### src/rtl/drm_pkg.sv
// Package for the drop rate meter: field widths, register indexes,
// register reset values and the result record. No dependencies.
package drm_pkg;

   localparam int GAP_W      = 20;
   localparam int INTERVAL_W = 26;
   localparam int SCALE_W    = 8;
   localparam int RATE_W     = 16;
   localparam int TOTAL_W    = 32;
   localparam int PRODUCT_W  = RATE_W + SCALE_W;

   localparam int CSR_IDX_W  = 2;
   localparam int CSR_DATA_W = INTERVAL_W;

   localparam logic [CSR_IDX_W-1:0] CSR_MIN_GAP    = 2'd0;
   localparam logic [CSR_IDX_W-1:0] CSR_INTERVAL   = 2'd1;
   localparam logic [CSR_IDX_W-1:0] CSR_RATE_SCALE = 2'd2;

   localparam logic [GAP_W-1:0]      MIN_GAP_RESET    = 20'd50000;
   localparam logic [INTERVAL_W-1:0] INTERVAL_RESET   = 26'd10000000;
   localparam logic [SCALE_W-1:0]    RATE_SCALE_RESET = 8'd6;

   typedef struct packed {
      logic [RATE_W-1:0]  drops_per_min;
      logic [TOTAL_W-1:0] total_drops;
      logic               drop_accepted;
      logic               rate_updated;
   } rsp_type;

endpackage

### src/rtl/drop_rate_meter_unit.sv
// Drop rate meter: hold-off drop counter and windowed drops-per-minute rate.
// Depends on drm_pkg.
// Path: a tick is held in the input register, and its result is held in the result register on rsp_.
// Throughput: one tick per cycle while rsp_stall is low; an input register and a result register
// part the two channels, the single-pass update sits between them.
// Reset (synchronous): counters, held rate and valids clear; registers take
// their default values.
module drop_rate_meter_unit
   import drm_pkg::*;
(
   input  logic                  clock,
   input  logic                  reset,

   input  logic                  req_valid,
   output logic                  req_stall,
   input  logic                  req_drop_edge,
   input  logic                  req_rate_request,

   output logic                  rsp_valid,
   input  logic                  rsp_stall,
   output logic [RATE_W-1:0]     rsp_drops_per_min,
   output logic [TOTAL_W-1:0]    rsp_total_drops,
   output logic                  rsp_drop_accepted,
   output logic                  rsp_rate_updated,

   input  logic                  csr_write_enable,
   input  logic [CSR_IDX_W-1:0]  csr_index,
   input  logic [CSR_DATA_W-1:0] csr_wdata
);

   logic [GAP_W-1:0]      min_gap_ff;
   logic [INTERVAL_W-1:0] interval_ff;
   logic [SCALE_W-1:0]    rate_scale_ff;

   logic                  in_valid_ff;
   logic                  in_edge_ff;
   logic                  in_request_ff;

   logic [GAP_W-1:0]      since_drop_ff, since_drop_in, since_drop_inc;
   logic [INTERVAL_W-1:0] since_rate_ff, since_rate_in, since_rate_inc;
   logic [RATE_W-1:0]     window_ff, window_in, window_acc;
   logic [TOTAL_W-1:0]    total_ff, total_in;
   logic [RATE_W-1:0]     held_rate_ff, held_rate_in;
   logic [PRODUCT_W-1:0]  product;

   logic                  rsp_valid_ff;
   rsp_type               rsp_ff, rsp_in;

   logic                  accepted, updated;
   logic                  out_free, advance, take;

   assign out_free  = !rsp_valid_ff || !rsp_stall;
   assign advance   = in_valid_ff && out_free;
   assign req_stall = in_valid_ff && !out_free;
   assign take      = req_valid && !req_stall;

   // elapsed time, saturating
   assign since_drop_inc = (&since_drop_ff) ? since_drop_ff : since_drop_ff + 1'b1;
   assign since_rate_inc = (&since_rate_ff) ? since_rate_ff : since_rate_ff + 1'b1;

   assign accepted   = in_edge_ff && (since_drop_inc >= min_gap_ff);
   assign window_acc = (accepted && !(&window_ff)) ? window_ff + 1'b1 : window_ff;
   assign updated    = in_request_ff && (since_rate_inc >= interval_ff);
   assign product    = window_acc * rate_scale_ff;

   always_comb begin
      since_drop_in = accepted ? '0 : since_drop_inc;
      total_in      = accepted ? total_ff + 1'b1 : total_ff;
      since_rate_in = since_rate_inc;
      window_in     = window_acc;
      held_rate_in  = held_rate_ff;
      if (updated) begin
         since_rate_in = '0;
         window_in     = '0;
         held_rate_in  = (|product[PRODUCT_W-1:RATE_W]) ? '1 : product[RATE_W-1:0];
      end
      rsp_in.drops_per_min = held_rate_in;
      rsp_in.total_drops   = total_in;
      rsp_in.drop_accepted = accepted;
      rsp_in.rate_updated  = updated;
   end

   always_ff @(posedge clock) begin
      if (reset) begin
         min_gap_ff    <= MIN_GAP_RESET;
         interval_ff   <= INTERVAL_RESET;
         rate_scale_ff <= RATE_SCALE_RESET;
      end else if (csr_write_enable) begin
         case (csr_index)
            CSR_MIN_GAP:    min_gap_ff    <= csr_wdata[GAP_W-1:0];
            CSR_INTERVAL:   interval_ff   <= csr_wdata[INTERVAL_W-1:0];
            CSR_RATE_SCALE: rate_scale_ff <= csr_wdata[SCALE_W-1:0];
            default: ;
         endcase
      end
   end

   always_ff @(posedge clock) begin
      if (reset) begin
         in_valid_ff <= 1'b0;
      end else if (take) begin
         in_valid_ff <= 1'b1;
      end else if (advance) begin
         in_valid_ff <= 1'b0;
      end
   end

   always_ff @(posedge clock) begin
      if (take) begin
         in_edge_ff    <= req_drop_edge;
         in_request_ff <= req_rate_request;
      end
   end

   always_ff @(posedge clock) begin
      if (reset) begin
         since_drop_ff <= '0;
         since_rate_ff <= '0;
         window_ff     <= '0;
         total_ff      <= '0;
         held_rate_ff  <= '0;
      end else if (advance) begin
         since_drop_ff <= since_drop_in;
         since_rate_ff <= since_rate_in;
         window_ff     <= window_in;
         total_ff      <= total_in;
         held_rate_ff  <= held_rate_in;
      end
   end

   always_ff @(posedge clock) begin
      if (reset) begin
         rsp_valid_ff <= 1'b0;
      end else if (out_free) begin
         rsp_valid_ff <= advance;
      end
   end

   always_ff @(posedge clock) begin
      if (advance) begin
         rsp_ff <= rsp_in;
      end
   end

   assign rsp_valid         = rsp_valid_ff;
   assign rsp_drops_per_min = rsp_ff.drops_per_min;
   assign rsp_total_drops   = rsp_ff.total_drops;
   assign rsp_drop_accepted = rsp_ff.drop_accepted;
   assign rsp_rate_updated  = rsp_ff.rate_updated;

endmodule

### config.mk
export PLATFORM = sky130hd
export DESIGN_NAME = drop_rate_meter_unit
export DESIGN_NICKNAME = d
export VERILOG_FILES = /design/src/rtl/drm_pkg.sv /design/src/rtl/drop_rate_meter_unit.sv
export SDC_FILE = /design/constraint.sdc
export NUM_CORES = 1
export LEC_CHECK = 0
export BUFFER_PORTS_ARGS = -buffer_cell sky130_fd_sc_hd__buf_2
export CORE_UTILIZATION = 25
export CTS_BUF_LIST = sky130_fd_sc_hd__clkbuf_8
export DETAILED_ROUTE_END_ITERATION = 6
export GPL_TIMING_DRIVEN = 0
export HOLD_SLACK_MARGIN = 0.08
export PLACE_DENSITY = 0.4
export SLEW_MARGIN = 25
export SYNTH_ARGS = -nofsm -noshare
export SYNTH_HDL_FRONTEND = slang
export SYNTH_SLANG_ARGS = --single-unit
### constraint.sdc
create_clock -name clock -period 14.3 [get_ports clock]
set_clock_uncertainty 0.15 [all_clocks]
set_input_delay 0 -clock clock [delete_from_list [all_inputs] [get_ports clock]]
set_output_delay 0 -clock clock [all_outputs]
set_load 0.01 [all_outputs]
==> results.yml <==
finish:
  postLayoutCellArea_sq_mm: 0.01841
  syn_to_final_growth_pct: 19.30
  layout.cells.non_filler: 2796
  fin_util_pct: 30.33
  drive_gt1_share_pct: 9.533
  diodes: 0
  fin_nets: 2194
worst_setup_path:
  end_kind: "flop"
  cp.required_ns: 14.48
  slowest_delay_ns: 0.69
  startpoint_type: "flop"
  cpMostUsedCell: "fa_1"
  slowest_stage: "xor2_1"
  worstSetupPathType: "reg -> reg"
  critical_path.max_fanout: 10
  worst_ep_arrival_time_ns: 10.70
grt:
  grt_pass1_wl_microns: 74390
  grt_max_degree: 35
  grt_overflow: 0
  antenna_found_initial: 0
  globalRouteTotalUtil_pct: 15.21
  grt_pass1_vias: 13040
synth:
  synth_seq_cells: 218
  synth-xor-area-share_pct: 6.575
  synthSimpleGateAreaFrac_pct: 22.22
  synth_compound_area_share_pct: 14.03
  synth_edf_count: 52
  ys_types: 74
  synth.area.mux_share_pct: 0.9486
  ys_warn_count: 0
  yosys.area.top_type: "dfxtp_1"
  postSynthCellCount: 1781
  synthAdderAreaFrac_pct: 18.52
  seq_area_frac_synth_pct: 31.65
  netlist_area_sq_mm: 0.01543
  synth_most_common_cell: "nand2_1"
  synthTopCellsByCount: "183 x nand2_1, 166 x dfxtp_1, 158 x inv_1"
  synth-main-ff-cell: "dfxtp_1"
  ys_top_cells_by_area: "dfxtp_1 22%, fa_1 11%, edfxtp_1 10%, ha_1 7.6%, nand2_1 4.5%"
  synth_top_family_by_area: "simple AND/OR/NAND/NOR gates"
  synth_nets: 1994
  async_flop_share_pct: 0
  avgSynthCellArea_sq_um: 8.665
  synth_top_cell_area_share_pct: 21.53
clock_network:
  postCtsSetupBuffers: 0
  numCtsBuffers: 42
  postCtsHoldBufs: 68
  worstSkewPairLatency_ns: 0.60
  clock-sinks: 218
  cts_buffer_depth: 3
  clkTransAtPathRegs_ns: 0.06
  cts_tree: "built"
  ctsResizeCount: 0
  ctsRootBufferMaster: "clkbuf_8"
  htreeDepth: 2
timing:
  holdWs_ns: 0.1332
  relSlewSlack_pct: 31.36
  maxSlewViolCount: 0
  worst_pin_slew_ns: 1.022
  worst_slack_ns: 3.774
  setup-tns-final_ns: 0
  clock.fmax_ghz: 0.09501
  period_needed_ns: 10.53
  hold_viol: 0
  setup_viol: 0
  grt_setup_unrepaired: "no"
  timing.final.crit_share_pct: 73.61
route:
  vias: 13180
  drtIter0Drc: 607
  avgViaCountPerCell: 4.715
  wire_per_inst_microns: 17.04
  wl_microns: 47650
  ant_nets: 0
  drc: 0
  dr.pass1.iters: 5
power:
  power_density_mw_per_mm2: 76.30
  total_power_mw: 1.405
  ir_worst_vdd_v: 0.00005359
  power_leakage_nw: 7.584
placement:
  hpwl_microns: 36360
  gp_congestion: 0.7824
  place_inst: 2650
  place_ws_ns: 3.702
  place.port_buffers: 86
  place_area_sq_mm: 0.01687
floorplanning:
  coreArea_sq_mm: 0.06070
  die-width_microns: 250.5
  boundaryPins: 87
  rows: 90
  start_util_pct: 25.43
  dieArea_sq_mm: 0.06273
  fp.dieH_microns: 250.5
run:
  maxCapViolations: 0
outcome:
  status: "complete, no violations"
worst_hold_path:
  hold_path_class: "in -> reg"
routing by layer:
layer | GRT usage (%) | part of all wire (%)
met4 | 3.804 | 1.9
met1 | 20.88 | 49
met2 | 24.86 | 46
met5 | 0 | 0
met3 | 2.265 | 3.5
sequential cells by signal (all words and copies together) (netlist names), 8 cells and up:
name,cells
held_rate_ff,16
window_ff,16
since_rate_ff,26
rate_scale_ff,8
since_drop_ff,20
rsp_total_drops,32
min_gap_ff,20
interval_ff,26
total_ff,32
rsp_drops_per_min,16
cells in the final DEF, fill, tap and decap left out, types with 68 or more instances in the layout:
| master | instances |
|---|---|
| nand2_1 | 183 |
| inv_1 | 176 |
| dfxtp_1 | 166 |
| nor2_1 | 147 |
| a21oi_1 | 132 |
| buf_2 | 98 |
| ha_1 | 94 |
| nor2b_1 | 89 |
| fa_1 | 84 |
| dlygate4sd3_1 | 68 |
cells by family after synthesis:
group | count (synthesis)
muxes | 14
adders and majority gates | 178
xor gates and xnor gates | 115
AOI/OAI and AO/OA | 345
buffers and inverters | 238
DFF | 218
and+or+nand+nor | 673
final cells by class:
class	instances	area [sq um]
fillers	6480	42290
flip-flops and latches	218	4885
repair buffers	156	1136
inverters	159	596.8
clock buffers	45	619.3
plain buffers	79	342.8
well taps	782	978.4
multi-input cells	1325	9613
clock inverters	32	239.0
final timing paths:
| path | from | depth (start not counted) | to | slack (ns) |
|---|---|---|---|---|
| setup / recovery | since_drop_ff[3]$_SDFFE_PP0P_ | 34 | rsp_drops_per_min[13]$_DFFE_PP_ | 3.77 |
| hold / removal | csr_wdata[2] | 4 | min_gap_ff[2]$_SDFFE_PP0P_ | 0.13 |
| setup reg to reg | since_drop_ff[3]$_SDFFE_PP0P_ | 34 | rsp_drops_per_min[13]$_DFFE_PP_ | 3.77 |
| hold reg to reg | min_gap_ff[17]$_SDFFE_PP0P_ | 2 | min_gap_ff[17]$_SDFFE_PP0P_ | 0.30 |
report_power, final:
part | switching [mW] | internal, mW
Sequential | 0.00836 | 0.644
Clock | 0.287 | 0.363
Combinational | 0.0633 | 0.0392
Total | 0.358 | 1.05
worst max-delay path: cells and delay by family, from the launching register on:
family,cells,cell delay (ns)
buffers and inverters,6,0.94
DFF,1,0.30
adders and majority gates,6,2.69
and+or+nand+nor,15,3.92
AOI/OAI and AO/OA,5,1.37
xor gates and xnor gates,2,0.83
Note: power is estimated with default switching activity, not from simulation.
